<file path="src/design/mws_pkg.sv">
// Shared types and constants for the MOSFET wave scattering pipeline.
// No dependencies; every other design file but mws_checker imports this package.
`default_nettype none
package mws_pkg;

    localparam int WAVE_W  = 32;
    localparam int FRAC_W  = 16;
    localparam int X_W     = 50;
    localparam int DISC_W  = 36;
    localparam int ROOT_W  = 18;
    localparam int REM_W   = 22;
    localparam int C1_W    = 22;
    localparam int SQ_STEPS = 6;

    // Configuration register indexes.
    localparam logic [1:0] CFG_ALPHA = 2'd0;
    localparam logic [1:0] CFG_GAMMA = 2'd1;
    localparam logic [1:0] CFG_PORTS = 2'd2;

    typedef enum logic [1:0] {
        REG_OFF,
        REG_SAT,
        REG_TRI,
        REG_REV
    } region_t;

    // Values that ride along with an item to the output stage.
    typedef struct packed {
        logic                     valid;
        logic signed [WAVE_W-1:0] a1;
        logic signed [WAVE_W-1:0] a2;
        logic                     two;
    } side_t;

    // Item state between region choice and current scaling.
    typedef struct packed {
        side_t                    side;
        region_t                  region;
        logic signed [X_W-1:0]    y_rev;
        logic signed [C1_W-1:0]   c1;
        logic [DISC_W-1:0]        disc;
        logic [REM_W-1:0]         rem;
        logic [ROOT_W-1:0]        root;
    } mid_t;

    typedef struct packed {
        logic [REM_W-1:0]  rem;
        logic [ROOT_W-1:0] root;
    } sq_acc_t;

    // One digit of a restoring square root.
    function automatic sq_acc_t sqrt_step(input sq_acc_t acc, input logic [1:0] bits);
        logic [REM_W-1:0] rem_sh;
        logic [REM_W-1:0] trial;
        sq_acc_t          res;
        rem_sh = {acc.rem[REM_W-3:0], bits};
        trial  = {2'b00, acc.root, 2'b01};
        if (rem_sh >= trial) begin
            res.rem  = rem_sh - trial;
            res.root = {acc.root[ROOT_W-2:0], 1'b1};
        end else begin
            res.rem  = rem_sh;
            res.root = {acc.root[ROOT_W-2:0], 1'b0};
        end
        return res;
    endfunction

endpackage
`default_nettype wire

</file>
<file path="src/design/mws_back.sv">
// Back of the pipeline: normalized current, current scaling and reflected waves.
// Depends on mws_pkg.
`default_nettype none
module mws_back (
    input  wire logic                aclk,
    input  wire logic                aresetn,
    input  wire logic                ce,
    input  wire mws_pkg::mid_t       mid_in,
    input  wire logic [31:0]         gamma_gain,
    output logic                     out_valid,
    output logic signed [31:0]       out_b1,
    output logic signed [31:0]       out_b2,
    output logic signed [31:0]       out_cur
);
    import mws_pkg::*;

    side_t                    s7_reg, s8_reg, s9_reg;
    logic signed [X_W-1:0]    y_reg;
    logic [56:0]              pp_lo_reg;
    logic signed [57:0]       pp_hi_reg;
    logic signed [WAVE_W-1:0] cur_reg;
    logic                     out_valid_reg;
    logic signed [WAVE_W-1:0] b1_reg, b2_reg, cur_out_reg;
    logic signed [X_W-1:0]    y_next;
    logic signed [23:0]       num;
    logic signed [23:0]       num_d;
    logic signed [82:0]       full;
    logic signed [66:0]       scaled;
    logic signed [WAVE_W-1:0] cur_next;
    logic signed [WAVE_W:0]   d1, d2;
    logic signed [WAVE_W-1:0] b1_next, b2_next;

    // Normalized current for each region; triode root is clamped to [0, 1].
    always_comb begin
        num   = $signed({6'd0, mid_in.root}) - 24'(mid_in.c1);
        num_d = mid_in.side.two ? (num >>> 2) : num;
        case (mid_in.region)
            REG_SAT: y_next = X_W'(65536);
            REG_REV: y_next = mid_in.y_rev;
            REG_TRI: begin
                if (num[23]) begin
                    y_next = '0;
                end else if (num_d > 24'sd65536) begin
                    y_next = X_W'(65536);
                end else begin
                    y_next = X_W'(num_d);
                end
            end
            default: y_next = '0;
        endcase
    end

    // Wide product split into two partial products, joined in the next stage.
    always_comb begin
        full   = $signed({pp_hi_reg, 25'd0}) + $signed({26'd0, pp_lo_reg});
        scaled = full[82:16];
        if (scaled[66:31] != {36{scaled[66]}}) begin
            cur_next = scaled[66] ? {1'b1, {(WAVE_W-1){1'b0}}} : {1'b0, {(WAVE_W-1){1'b1}}};
        end else begin
            cur_next = scaled[WAVE_W-1:0];
        end
    end

    // Reflected waves, saturated to the wave range; the second is zero with one port.
    always_comb begin
        d1 = {s9_reg.a1[WAVE_W-1], s9_reg.a1} - {cur_reg[WAVE_W-1], cur_reg};
        d2 = {s9_reg.a2[WAVE_W-1], s9_reg.a2} + {cur_reg[WAVE_W-1], cur_reg};
        if (d1[WAVE_W] != d1[WAVE_W-1]) begin
            b1_next = d1[WAVE_W] ? {1'b1, {(WAVE_W-1){1'b0}}} : {1'b0, {(WAVE_W-1){1'b1}}};
        end else begin
            b1_next = d1[WAVE_W-1:0];
        end
        if (!s9_reg.two) begin
            b2_next = '0;
        end else if (d2[WAVE_W] != d2[WAVE_W-1]) begin
            b2_next = d2[WAVE_W] ? {1'b1, {(WAVE_W-1){1'b0}}} : {1'b0, {(WAVE_W-1){1'b1}}};
        end else begin
            b2_next = d2[WAVE_W-1:0];
        end
    end

    // Back stages; valid bits clear on reset, everything shifts on ce.
    always_ff @(posedge aclk) begin
        if (!aresetn) begin
            s7_reg.valid  <= 1'b0;
            s8_reg.valid  <= 1'b0;
            s9_reg.valid  <= 1'b0;
            out_valid_reg <= 1'b0;
        end else if (ce) begin
            s7_reg.valid  <= mid_in.side.valid;
            s8_reg.valid  <= s7_reg.valid;
            s9_reg.valid  <= s8_reg.valid;
            out_valid_reg <= s9_reg.valid;
            s7_reg.a1     <= mid_in.side.a1;
            s7_reg.a2     <= mid_in.side.a2;
            s7_reg.two    <= mid_in.side.two;
            y_reg         <= y_next;
            s8_reg.a1     <= s7_reg.a1;
            s8_reg.a2     <= s7_reg.a2;
            s8_reg.two    <= s7_reg.two;
            pp_lo_reg     <= {32'd0, y_reg[24:0]} * {25'd0, gamma_gain};
            pp_hi_reg     <= $signed(y_reg[X_W-1:25]) * $signed({1'b0, gamma_gain});
            s9_reg.a1     <= s8_reg.a1;
            s9_reg.a2     <= s8_reg.a2;
            s9_reg.two    <= s8_reg.two;
            cur_reg       <= cur_next;
            b1_reg        <= b1_next;
            b2_reg        <= b2_next;
            cur_out_reg   <= cur_reg;
        end
    end

    assign out_valid = out_valid_reg;
    assign out_b1    = b1_reg;
    assign out_b2    = b2_reg;
    assign out_cur   = cur_out_reg;

endmodule
`default_nettype wire

</file>
<file path="config.mk">
export PLATFORM = sky130hd
export DESIGN_NAME = mws_back
export DESIGN_NICKNAME = d
export VERILOG_FILES = /design/src/design/mws_pkg.sv /design/src/design/mws_back.sv
export SDC_FILE = /design/constraint.sdc
export NUM_CORES = 2
export LEC_CHECK = 0
export BUFFER_PORTS_ARGS = -buffer_cell sky130_fd_sc_hd__clkbuf_2
export CAP_MARGIN = 20
export CORE_MARGIN = 5
export CORE_UTILIZATION = 35
export CTS_CLUSTER_SIZE = 10
export DETAILED_ROUTE_END_ITERATION = 16
export PLACE_DENSITY_LB_ADDON = 0.12
export SETUP_SLACK_MARGIN = 0.3
export SLEW_MARGIN = 20
export SYNTH_ARGS = -nofsm -noshare
export SYNTH_HDL_FRONTEND = slang
export SYNTH_SLANG_ARGS = --single-unit
</file>
<file path="constraint.sdc">
create_clock -name aclk -period 16.1 [get_ports aclk]
set_input_delay 0.805 -clock aclk [delete_from_list [all_inputs] [get_ports aclk]]
set_output_delay 0.805 -clock aclk [all_outputs]
set_load 0.02 [all_outputs]
</file>
==> flow_summary.ini <==
[yosys]
netlist_instances = 7386
ys_ff_latch = 476
ys.flop_type = edfxtp_1
synth_top_area_share_pct = 37.57
synth_seq_area_share_pct = 19.43
synth_most_common_cell = inv_1
synth_area_leaders = fa_1 38%, edfxtp_1 19%, ha_1 9.0%, inv_1 8.0%, and2_1 7.2%
synth_common_cells = 1560 x inv_1, 1377 x fa_1, 853 x nand2_1
avgSynthCellArea_sq_um = 9.933
synth_nets = 9543
synth_top_area_cell = fa_1
ys_warn_count = 0
synth_area_sq_um = 73370
yosysUniqueCellTypes = 86
synth_edf_count = 472
ys_async_sr_fraction_pct = 0

[timing]
hold_viol_final = 0
fin_tns_setup_ps = 0
setup_slack_ps = 6748
finalMaxSlewViolations = 0
fmax_ghz = 0.1069
finalCritPeriodShare_pct = 58.09
tightest_slew_ps = 998.1
finalClockSkew_ps = 62.78
rsz0062_at_grt = no
slew_headroom_pct = 32.96
setup_viol = 0
fin_crit_ps = 9352

[clock_tree]
cts_buffers = 66
cts_tree = yes
htree_num_levels = 3
cts-root-buf = clkbuf_16
post_cts_resized = 0
hold_buffers = 0
insertion_delay_ps = 690
post_cts_buffers = 0
cts.sinks = 476
clk_pin_slew_ps = 60
clockBufferDepth = 3

[outcome]
status = completed

[floorplanning]
die_h_microns = 467.8
fp.coreArea_sq_um = 209200
fp-row-count = 168
start_util_pct = 35.08
die_area_sq_um = 218900
die_w_microns = 467.8
ios = 348

[setup_path]
crit_path_end = pp_lo_reg[56]$_DFFE_PP_
critPathMaxFanout = 32
startpoint = gamma_gain[10]
end_kind = flip-flop
rr_endpoint = pp_lo_reg[56]$_DFFE_PP_
path_class = primary input to flip-flop
worst-endpoint-arrival_ps = 9760
ff2ff_path_depth = 27
cp.required_ps = 16510
r2r_start = y_reg[4]$_DFFE_PP_
critPathLaunchType = primary input
reg2reg_slack_ps = 7240

[route]
drt_iter0_drc = 2774
post_drt_wl_per_cell_microns = 20.81
post-route-drc-count = 0
vias_per_cell = 4.909
via_count = 50756
drt_pass1_iterations = 5
drt_wl_total_microns = 215200
ant_nets = 0

[cells_and_area]
stdcell_count = 10339
drive_gt1_share_pct = 6.888
area_growth_pct = 8.756
design_area_sq_um = 79790
nFillCells = 21062
final_nets = 9647

[global_routing]
top_usage_layer = met2
antenna_found_initial = 32
grt_max_degree = 153
grt_pass1_vias = 55003
use_met1_pct = 28.23
use_met2_pct = 32.48
grt.overflow.total = 0
met3_usage_pct = 3.291
grtUsageTotal_pct = 19.94
grt_pass1_wl_microns = 333500

[flow_run]
cap_viol_max_count = 0

[placed_design]
dpl.cell_count = 10227
gp_congestion = 0.8447
portBuffers = 289
place_area_sq_um = 77770
place_hpwl_microns = 161400
dp_slack_ps = 6001

[min_path]
holdCritPathClass = primary input to flip-flop
## routing by layer
| layer | vias to the layer above | routed length [microns] |
|---|---|---|
| li1 | 22840 | - |
| met1 | 26285 | 98930 |
| met2 | 1383 | 98820 |
| met3 | 242 | 12750 |
| met4 | 6 | 4616 |
| met5 | - | 46 |
## cell families after synthesis
| group | synth area share (%) |
|---|---|
| AND/OR/NAND/NOR | 15.01 |
| buffers and inverters | 9.856 |
| adder cells (fa/ha/maj) | 46.69 |
| AO/OA/AOI/OAI | 6.036 |
| flip-flops | 19.43 |
| XOR/XNOR | 2.316 |
| multiplexers | 0.6651 |
## final cells by class
cell class	instances	area (sq um)	area share (%)
Multi-Input combinational cell	4990	51890	65.04
Sequential cell	476	14250	17.86
Inverter	1561	5859	7.344
Tap cell	2805	3510	4.399
Timing Repair Buffer	395	2265	2.838
Clock buffer	71	1670	2.093
Clock inverter	27	302.8	0.3795
Antenna cell	14	35.03	0.04391
## layout by cell type (no fill, tap or decap), types with 109 or more instances in the layout
cell type and count:
inv_1 1560, fa_1 1377, nand2_1 853, and2_1 847, ha_1 529, edfxtp_1 472, clkbuf_2 283, a21oi_1 206
nor2_1 134, o21ai_0 131, xnor2_1 119, buf_4 109
## through the flow
step                utilization, %  hold slack (ps)
global placement             37.19            401.2
finish                       38.15            301.2
CTS                          38.13            231.5
global route                 38.14            249.1
detailed placement           37.19            404.5
floorplan                        -            400.3
## how the worst min path moves through the flow
stage | startpoint | to | cells past startpoint | slack (ps)
final | mid_in[166] | s7_reg[16]$_DFFE_PP_ | 1 | 300
after detailed placement | s7_reg[17]$_DFFE_PP_ | s8_reg[17]$_DFFE_PP_ | 0 | 400
after global routing | mid_in[204] | s7_reg[54]$_DFFE_PP_ | 1 | 250
after floorplan | s7_reg[0]$_DFFE_PP_ | s8_reg[0]$_DFFE_PP_ | 0 | 400
after CTS | mid_in[166] | s7_reg[16]$_DFFE_PP_ | 1 | 230
after global placement | s7_reg[34]$_DFFE_PP_ | s8_reg[34]$_DFFE_PP_ | 0 | 400
## critical path, stage by stage
cell and delay, ps:
clkbuf_2 550, buf_4 620, nand2_1 140, fa_1 510, inv_1 60, fa_1 470, inv_1 50, fa_1 460
fa_1 520, fa_1 540, inv_1 50, fa_1 480, inv_1 50, fa_1 470, inv_1 40, ha_1 330
a21o_1 180, a21o_1 190, a21o_1 180, a221o_1 400, a2111oi_0 360, o21ai_1 340, a31o_2 380, a41o_1 280
a21o_1 200, o41a_1 410, and4_1 230, or3_1 370
Power is not shown: default switching activity piles up to over one toggle a cycle in this logic, so the estimate is an artifact.
