--- config.mk ---
export PLATFORM = sky130hd
export DESIGN_NAME = mws_sqrt_stage
export DESIGN_NICKNAME = d
export VERILOG_FILES = /design/src/design/mws_pkg.sv /design/src/design/mws_sqrt_stage.sv
export SDC_FILE = /design/constraint.sdc
export NUM_CORES = 1
export LEC_CHECK = 0
export BUFFER_PORTS_ARGS = -buffer_cell sky130_fd_sc_hd__buf_2
export CELL_PAD_IN_SITES_DETAIL_PLACEMENT = 0
export CELL_PAD_IN_SITES_GLOBAL_PLACEMENT = 1
export CORE_ASPECT_RATIO = 2
export CORE_UTILIZATION = 31
export CTS_CLUSTER_DIAMETER = 30
export DETAILED_ROUTE_END_ITERATION = 8
export PLACE_DENSITY = 0.63
export SETUP_SLACK_MARGIN = 0.15
export SLEW_MARGIN = 5
export SYNTH_ARGS = -nofsm -noshare
export SYNTH_HDL_FRONTEND = slang
export SYNTH_SLANG_ARGS = --single-unit
--- constraint.sdc ---
create_clock -name aclk -period 23.6 [get_ports aclk]
set_input_delay 7.08 -clock aclk [delete_from_list [all_inputs] [get_ports aclk]]
set_output_delay 7.08 -clock aclk [all_outputs]
set_load 0.01 [all_outputs]
--- src/design/mws_pkg.sv ---
// Shared types and constants for the MOSFET wave scattering pipeline.
// No dependencies; every other design file but mws_checker imports this package.
`default_nettype none
package mws_pkg;

    localparam int WAVE_W  = 32;
    localparam int FRAC_W  = 16;
    localparam int X_W     = 50;
    localparam int DISC_W  = 36;
    localparam int ROOT_W  = 18;
    localparam int REM_W   = 22;
    localparam int C1_W    = 22;
    localparam int SQ_STEPS = 6;

    // Configuration register indexes.
    localparam logic [1:0] CFG_ALPHA = 2'd0;
    localparam logic [1:0] CFG_GAMMA = 2'd1;
    localparam logic [1:0] CFG_PORTS = 2'd2;

    typedef enum logic [1:0] {
        REG_OFF,
        REG_SAT,
        REG_TRI,
        REG_REV
    } region_t;

    // Values that ride along with an item to the output stage.
    typedef struct packed {
        logic                     valid;
        logic signed [WAVE_W-1:0] a1;
        logic signed [WAVE_W-1:0] a2;
        logic                     two;
    } side_t;

    // Item state between region choice and current scaling.
    typedef struct packed {
        side_t                    side;
        region_t                  region;
        logic signed [X_W-1:0]    y_rev;
        logic signed [C1_W-1:0]   c1;
        logic [DISC_W-1:0]        disc;
        logic [REM_W-1:0]         rem;
        logic [ROOT_W-1:0]        root;
    } mid_t;

    typedef struct packed {
        logic [REM_W-1:0]  rem;
        logic [ROOT_W-1:0] root;
    } sq_acc_t;

    // One digit of a restoring square root.
    function automatic sq_acc_t sqrt_step(input sq_acc_t acc, input logic [1:0] bits);
        logic [REM_W-1:0] rem_sh;
        logic [REM_W-1:0] trial;
        sq_acc_t          res;
        rem_sh = {acc.rem[REM_W-3:0], bits};
        trial  = {2'b00, acc.root, 2'b01};
        if (rem_sh >= trial) begin
            res.rem  = rem_sh - trial;
            res.root = {acc.root[ROOT_W-2:0], 1'b1};
        end else begin
            res.rem  = rem_sh;
            res.root = {acc.root[ROOT_W-2:0], 1'b0};
        end
        return res;
    endfunction

endpackage
`default_nettype wire

--- src/design/mws_sqrt_stage.sv ---
// One stage of the pipelined triode square root, six result bits per stage.
// Depends on mws_pkg.
`default_nettype none
module mws_sqrt_stage (
    input  wire logic          aclk,
    input  wire logic          aresetn,
    input  wire logic          ce,
    input  wire mws_pkg::mid_t mid_in,
    output mws_pkg::mid_t      mid_out
);
    import mws_pkg::*;

    mid_t    mid_reg;
    mid_t    mid_next;
    sq_acc_t acc;

    // Consume two discriminant bits per digit, most significant first.
    always_comb begin
        mid_next  = mid_in;
        acc.rem   = mid_in.rem;
        acc.root  = mid_in.root;
        for (int i = 0; i < SQ_STEPS; i++) begin
            acc = sqrt_step(acc, mid_next.disc[DISC_W-1 -: 2]);
            mid_next.disc = {mid_next.disc[DISC_W-3:0], 2'b00};
        end
        mid_next.rem  = acc.rem;
        mid_next.root = acc.root;
    end

    always_ff @(posedge aclk) begin
        if (!aresetn) begin
            mid_reg.side.valid <= 1'b0;
        end else if (ce) begin
            mid_reg.side.valid <= mid_next.side.valid;
            mid_reg.side.a1    <= mid_next.side.a1;
            mid_reg.side.a2    <= mid_next.side.a2;
            mid_reg.side.two   <= mid_next.side.two;
            mid_reg.region     <= mid_next.region;
            mid_reg.y_rev      <= mid_next.y_rev;
            mid_reg.c1         <= mid_next.c1;
            mid_reg.disc       <= mid_next.disc;
            mid_reg.rem        <= mid_next.rem;
            mid_reg.root       <= mid_next.root;
        end
    end

    assign mid_out = mid_reg;

endmodule
`default_nettype wire

==> results of run 1 <==
==> worst max-delay path: cells and delay by family <==
family	cells	cell delay (ns)
muxes	2	0.59
xor gates and xnor gates	2	0.29
buffers and inverters	13	2.30
and+or+nand+nor	17	3.09
AOI/OAI and AO/OA	30	7.25
adders and majority gates	6	2.04
==> per-layer routing <==
layer  up-vias  part of all wire
li1       6351                 -
met1      6147              0.32
met2       453              0.58
met3       101             0.051
met4         0             0.048
met5         -                 0
==> per-stage QoR <==
step,util,worst slack [ns],std cells,cell area [um2],hold WS [ns]
after CTS,0.426,1.09,2559,18900,0.553
final,0.427,1.14,2561,18900,0.553
after detailed placement,0.411,0.579,2521,18200,0.541
after floorplan,-,1.61,1380,14000,0.538
after global placement,0.411,0.632,2521,18200,0.530
after global routing,0.427,0.242,2561,18900,0.571
==> cells in the final DEF (no fill, tap or decap), types with 12 or more instances in the layout <==
master	n
sky130_fd_sc_hd__edfxtp_1	203
sky130_fd_sc_hd__a31oi_1	12
sky130_fd_sc_hd__a21oi_1	123
sky130_fd_sc_hd__a21o_1	59
sky130_fd_sc_hd__nor2b_1	16
sky130_fd_sc_hd__nand3_1	34
sky130_fd_sc_hd__nand2_1	100
sky130_fd_sc_hd__nand2b_1	15
sky130_fd_sc_hd__xnor2_1	72
sky130_fd_sc_hd__ha_1	120
sky130_fd_sc_hd__o21a_1	13
sky130_fd_sc_hd__clkbuf_16	21
sky130_fd_sc_hd__mux2i_1	15
sky130_fd_sc_hd__nor2_1	113
sky130_fd_sc_hd__o21ai_1	12
sky130_fd_sc_hd__buf_4	206
sky130_fd_sc_hd__mux2_2	16
sky130_fd_sc_hd__o21ai_0	63
sky130_fd_sc_hd__conb_1	12
sky130_fd_sc_hd__nor3_1	29
sky130_fd_sc_hd__inv_1	73
sky130_fd_sc_hd__and3_1	16
sky130_fd_sc_hd__xor2_1	29
sky130_fd_sc_hd__o211ai_1	12
sky130_fd_sc_hd__or3_1	15
sky130_fd_sc_hd__o21bai_1	16
sky130_fd_sc_hd__buf_2	420
==> layout make-up <==
cell class / count / area [um2] / area share
Antenna cell: 2 / 5.00 / 0.000265
Clock buffer: 22 / 529 / 0.0280
Clock inverter: 16 / 171 / 0.00907
Inverter: 77 / 289 / 0.0153
Multi-Input combinational cell: 1056 / 7390 / 0.391
Sequential cell: 204 / 6120 / 0.323
Tap cell: 555 / 694 / 0.0367
Timing Repair Buffer: 629 / 3710 / 0.196
==> kinds of logic (layout without fill, tap and decap cells) <==
group,after synthesis,in the layout
AO/OA/AOI/OAI,394,394
XOR/XNOR,101,101
adder cells (fa/ha/maj),120,120
buffers and inverters,120,744
flip-flops,204,204
multiplexers,40,40
other,1,14
AND/OR/NAND/NOR,389,389
==> final timing paths <==
kind           startpoint      endpoint  slack (ns)  depth (start not counted)
min          mid_out[215]  mid_out[215]        0.55                          2
min reg2reg  mid_out[215]  mid_out[215]        0.55                          2
max reg2reg  mid_out[215]  mid_out[215]       22.99                          2
max             mid_in[2]   mid_out[21]        1.14                         70
==> qor.log, run 1 <==
INFO  outcome        failed_checks=design-rule violations
INFO  route          drt_first_pass_iters=7
INFO  synthesis      post_synth_and_or_nand_nor_area_fraction=0.135
INFO  global_routing grt_use_met1=0.209
INFO  synthesis      combinational_family_with_the_most_area_after_synthesis=compound AO/OA/AOI/OAI gates
INFO  clock_network  cts_max_path_bufs=3
INFO  worst_setup_path crit_fanout=11
INFO  sta            post-route-min-period=22.46ns
INFO  synthesis      synth_cell_types=80
INFO  clock_network  clock_sinks=204
INFO  worst_setup_path cp_data_arrival_time=22.71ns
INFO  route          count_of_vias_placed_by_the_detailed_router=13100
INFO  sta            finClkSkew=0ns
INFO  global_routing largest_net_degree_at_the_start_of_global_routing=78
INFO  synthesis      synthDominantCellAreaShare=0.436
INFO  finish         drive_gt1_frac=0.356
INFO  route          drt_drc_violations_left=56
INFO  worst_setup_path setup.worst_path.start_class=primary input
INFO  synthesis      complex_gate_fraction_of_the_synthesized_area=0.187
INFO  clock_network  clkSlewWorstSetupHoldPaths=0.07ns
INFO  synthesis      mappedNetlistArea=14000um2
INFO  die            design.portCount=435
INFO  global_routing grt_use_met2=0.495
INFO  clock_network  cts_made_buffers=21
INFO  synthesis      synth_flop_cell=sky130_fd_sc_hd__edfxtp_1
INFO  synthesis      yosys.area.top_type=sky130_fd_sc_hd__edfxtp_1
INFO  sta            report.final.setup_viol=0
INFO  global_routing grt_first_pass_wirelength=79700um
INFO  synthesis      synth.top_cells.by_area=sky130_fd_sc_hd__edfxtp_1 (44%), sky130_fd_sc_hd__ha_1 (11%), sky130_fd_sc_hd__xnor2_1 (4.5%)
INFO  sta            fmaxAchievable=44.5MHz
INFO  outcome        result_of_the_run=finished with violations
INFO  synthesis      synth_xor_area_frac=0.0633
INFO  die            fp-row-count=109
INFO  clock_network  cts_tree=built
INFO  worst_setup_path max_incr_delay_on_cp=0.55ns
INFO  global_routing groute.layer.met3.usage=0.0319
INFO  sta            maxSlewViolCount=0
INFO  synthesis      synth.avg_cell_area=10.2um2
INFO  route          wire_per_inst=21.4um
INFO  clock_network  gates_resized_cts_repair=0
INFO  finish         largest_reg_flops=204
INFO  place          place.port_buffers=420
INFO  synthesis      ys_seq_area_frac=0.437
INFO  synthesis      synth_top_cells_by_count=sky130_fd_sc_hd__edfxtp_1 (203), sky130_fd_sc_hd__a21oi_1 (123), sky130_fd_sc_hd__ha_1 (120), sky130_fd_sc_hd__nor2_1 (113), sky130_fd_sc_hd__nand2_1 (100)
INFO  finish         final_nets=2328
INFO  route          wirelength_routed=54700um
INFO  synthesis      synth_edf_count=203
INFO  global_routing gr-max-usage-layer=met2
INFO  sta            maxSlewHeadroom=0.346
INFO  job            drv_cap=0
INFO  die            floorplan.initialDensity=0.315
INFO  clock_network  cts_post_setup_buffers_inserted=0
INFO  sta            worst_slew_pin_slew=0.981ns
INFO  synthesis      async_s_r_ff_share_synth=0
INFO  clock_network  cts.root.buffer_cell=sky130_fd_sc_hd__clkbuf_16
INFO  synthesis      ys.warnings.count=0
INFO  global_routing global_route.overflow_total=0
INFO  worst_setup_path worst_setup_path_end_kind=flip-flop
INFO  global_routing grt_pass1_vias=13400
INFO  finish         syn_to_final_growth=35.2%
INFO  route          postRouteAntennaNets=0
INFO  synthesis      synth_mux_area_frac=0.0328
INFO  worst_setup_path critPathKind=in -> reg
INFO  die            die-height=302um
INFO  synthesis      synth-adder-area-share=0.107
INFO  place          gp_congestion=0.928
INFO  global_routing antenna_found_initial=3
INFO  sta            min_period_over_period=0.952
INFO  die            die_width=152um
INFO  synthesis      synthesis.instances=1369
INFO  sta            final.setup.tns=0ns
INFO  clock_network  cts-hold-fix-buffers=0
INFO  sta            unrepaired_setup_endpoints_after_global_routing=no
INFO  route          drtIter0Drc=687
INFO  worst_setup_path required=23.86ns
INFO  die            core=44300um2
INFO  finish         n_fill_cell=4391
INFO  synthesis      yosys.cell_count.top_type=sky130_fd_sc_hd__edfxtp_1
INFO  worst_hold_path min_path_type=reg -> reg
INFO  die            die-area=46000um2
INFO  route          viasPerCell=5.10
INFO  sta            timing_hold_violations_final=0
INFO  global_routing globalRouteTotalUtil=0.233
INFO  synthesis      ys_seq_elements=204
INFO  clock_network  clk-insertion-delay-late=0.51ns
INFO  place          dpl.hpwl=47000um
INFO  worst_setup_path crit_slowest_cell=sky130_fd_sc_hd__o21ai_0
INFO  clock_network  h_tree_level_count=1
Power of run 1 is not shown: default switching activity piles up to over one toggle a cycle in this logic, so the estimate is an artifact.
==> run 2: changes to the inputs <==
--- a/config.mk
+++ b/config.mk
@@ -8,7 +8,7 @@
 export BUFFER_PORTS_ARGS = -buffer_cell sky130_fd_sc_hd__buf_2
 export CELL_PAD_IN_SITES_DETAIL_PLACEMENT = 0
 export CELL_PAD_IN_SITES_GLOBAL_PLACEMENT = 1
-export CORE_ASPECT_RATIO = 2
+export CORE_ASPECT_RATIO = 0.8
 export CORE_UTILIZATION = 31
 export CTS_CLUSTER_DIAMETER = 30
 export DETAILED_ROUTE_END_ITERATION = 8
==> constraint.sdc (replaced) <==
create_clock -name aclk -period 23.8 [get_ports aclk]
set_input_delay 7.14 -clock aclk [delete_from_list [all_inputs] [get_ports aclk]]
set_output_delay 7.14 -clock aclk [all_outputs]
set_load 0.01 [all_outputs]
==> run 2 against run 1 <==
Against the previous run: utilization increased by 1.5 points; register-to-register slack improved by 0.21 ns; the run now ends clean; sequential cell count unchanged; final cell count increased by 3.2%; highest routed layer is now met5; sequential share of layout area decreased by 1.2 points; count of clock-buffer cells in the layout increased by 27.
==> qor.log, run 2 (synthesis gave the netlist of run 1 again) <==
INFO  route          count_of_vias_placed_by_the_detailed_router=13100
INFO  worst_hold_path min_path_type=reg -> reg
INFO  worst_setup_path critPathTopFamily=compound AO/OA/AOI/OAI gates
INFO  clock_network  cts_post_setup_buffers_inserted=0
INFO  sta            hold-worst-slack=0.531ns
INFO  route          met2_length=24000um
INFO  die            fp-row-count=69
INFO  clock_network  h_tree_level_count=2
INFO  worst_setup_path cp_data_arrival_time=22.51ns
INFO  global_routing grt_pass1_vias=12400
INFO  outcome        result_of_the_run=finished clean
INFO  sta            maxSlewHeadroom=0.272
INFO  sta            maxSlewViolCount=0
INFO  route          viasPerCell=4.94
INFO  route          routedLengthMet1=23800um
INFO  clock_network  cts.root.buffer_cell=sky130_fd_sc_hd__clkbuf_16
INFO  clock_network  clkSlewWorstSetupHoldPaths=0.05ns
INFO  finish         final_nets=2341
INFO  route          wirelength_routed=52800um
INFO  sta            post-route-min-period=22.23ns
INFO  clock_network  gates_resized_cts_repair=0
INFO  sta            timing_hold_violations_final=0
INFO  place          dpl.hpwl=44000um
INFO  finish         drive_gt1_frac=0.365
INFO  finish         layout.core_utilization=0.442
INFO  die            die_width=239um
INFO  route          drtIter0Drc=896
INFO  place          place.port_buffers=420
INFO  job            drv_cap=0
INFO  sta            fmaxAchievable=45.0MHz
INFO  sta            min_period_over_period=0.934
INFO  route          drt_first_pass_iters=5
INFO  route          postRouteAntennaNets=0
INFO  finish         syn_to_final_growth=40.5%
INFO  worst_setup_path worst_setup_path_end_kind=flip-flop
INFO  clock_network  clock_sinks=204
INFO  finish         final_cell_area=19600um2
INFO  worst_setup_path max_incr_delay_on_cp=0.47ns
INFO  die            core=44500um2
INFO  sta            final.setup.tns=0ns
INFO  finish         layout.cells.most_common_list=sky130_fd_sc_hd__buf_2 (420), sky130_fd_sc_hd__edfxtp_1 (203), sky130_fd_sc_hd__buf_4 (196)
INFO  worst_setup_path required=24.09ns
INFO  clock_network  cts_made_buffers=44
INFO  clock_network  cts-hold-fix-buffers=0
INFO  place          dpl-instance-area=18200um2
INFO  worst_setup_path worstPathBufferInverterCount=10
INFO  clock_network  cts_max_path_bufs=3
INFO  worst_setup_path crit_slowest_cell=sky130_fd_sc_hd__mux2i_1
INFO  global_routing globalRouteTotalUtil=0.221
INFO  global_routing global_route.overflow_total=0
INFO  sta            report.final.setup_viol=0
INFO  place          gp_congestion=0.898
INFO  die            floorplan.initialDensity=0.314
INFO  route          drt_drc_violations_left=0
INFO  global_routing largest_net_degree_at_the_start_of_global_routing=181
INFO  sta            unrepaired_setup_endpoints_after_global_routing=no
INFO  die            design.portCount=435
INFO  worst_setup_path setup.worst_path.start_class=primary input
INFO  worst_setup_path critPathKind=in -> reg
INFO  finish         largest_reg_flops=204
INFO  sta            finClkSkew=0ns
INFO  route          highest_layer=met5
INFO  global_routing grt_first_pass_wirelength=75900um
INFO  clock_network  cts_tree=built
INFO  route          routed-wl-met3=3660um
INFO  global_routing antenna_found_initial=16
INFO  worst_setup_path crit_fanout=22
INFO  die            die-area=46000um2
INFO  clock_network  clk-insertion-delay-late=0.55ns
INFO  route          wire_per_inst=20.0um
INFO  die            die-height=192um
INFO  sta            worst_slew_pin_slew=1.09ns
INFO  finish         layout_commonest_cell=sky130_fd_sc_hd__buf_2
[run 2: changes by cell type in the layout (fill, tap and decap cells not counted), moves of 2 or more]
cell,before,now
sky130_fd_sc_hd__clkbuf_16,21,45
sky130_fd_sc_hd__buf_4,206,196
sky130_fd_sc_hd__inv_6,2,10
sky130_fd_sc_hd__clkinv_4,0,4
sky130_fd_sc_hd__clkbuf_1,1,4
sky130_fd_sc_hd__clkinv_2,3,5
sky130_fd_sc_hd__diode_2,2,4
[run 2: routing by layer]
layer	vias to the layer above	track usage
li1	6396	-
met1	6157	0.296
met2	403	0.356
met3	74	0.0519
met4	22	0.0594
met5	-	0
[run 2: cell type report]
cell class | instances | area [um2]
inverter | 77 | 289
timing repair buffer | 619 | 3630
clock buffer | 49 | 1140
tap | 603 | 754
sequential | 204 | 6120
clock inverter | 30 | 307
multi-input combinational | 1056 | 7390
fill | 4348 | 24800
antenna | 4 | 10.0
[run 2: worst register-to-register path, stage by stage, from the launching register on]
cell and delay, ns:
sky130_fd_sc_hd__dfxtp_1 0.31, sky130_fd_sc_hd__mux2i_1 0.13, sky130_fd_sc_hd__nor2b_1 0.06
[run 2: final timing paths]
path | startpoint | to | slack [ns] | depth (start not counted)
setup / recovery | mid_in[4] | mid_out[21] | 1.57 | 71
hold / removal | mid_out[215] | mid_out[215] | 0.53 | 2
setup reg to reg | mid_out[215] | mid_out[215] | 23.20 | 2
hold reg to reg | mid_out[215] | mid_out[215] | 0.53 | 2
[run 2: stage by stage]
step	setup slack [ns]	instances
3_3_place_gp	1.30	2559
4_1_cts	1.64	2638
3_5_place_dp	1.15	2559
6_report	1.57	2642
2_1_floorplan	1.75	1380
5_1_grt	0.270	2639
Power of run 2 is left out for the same reason.
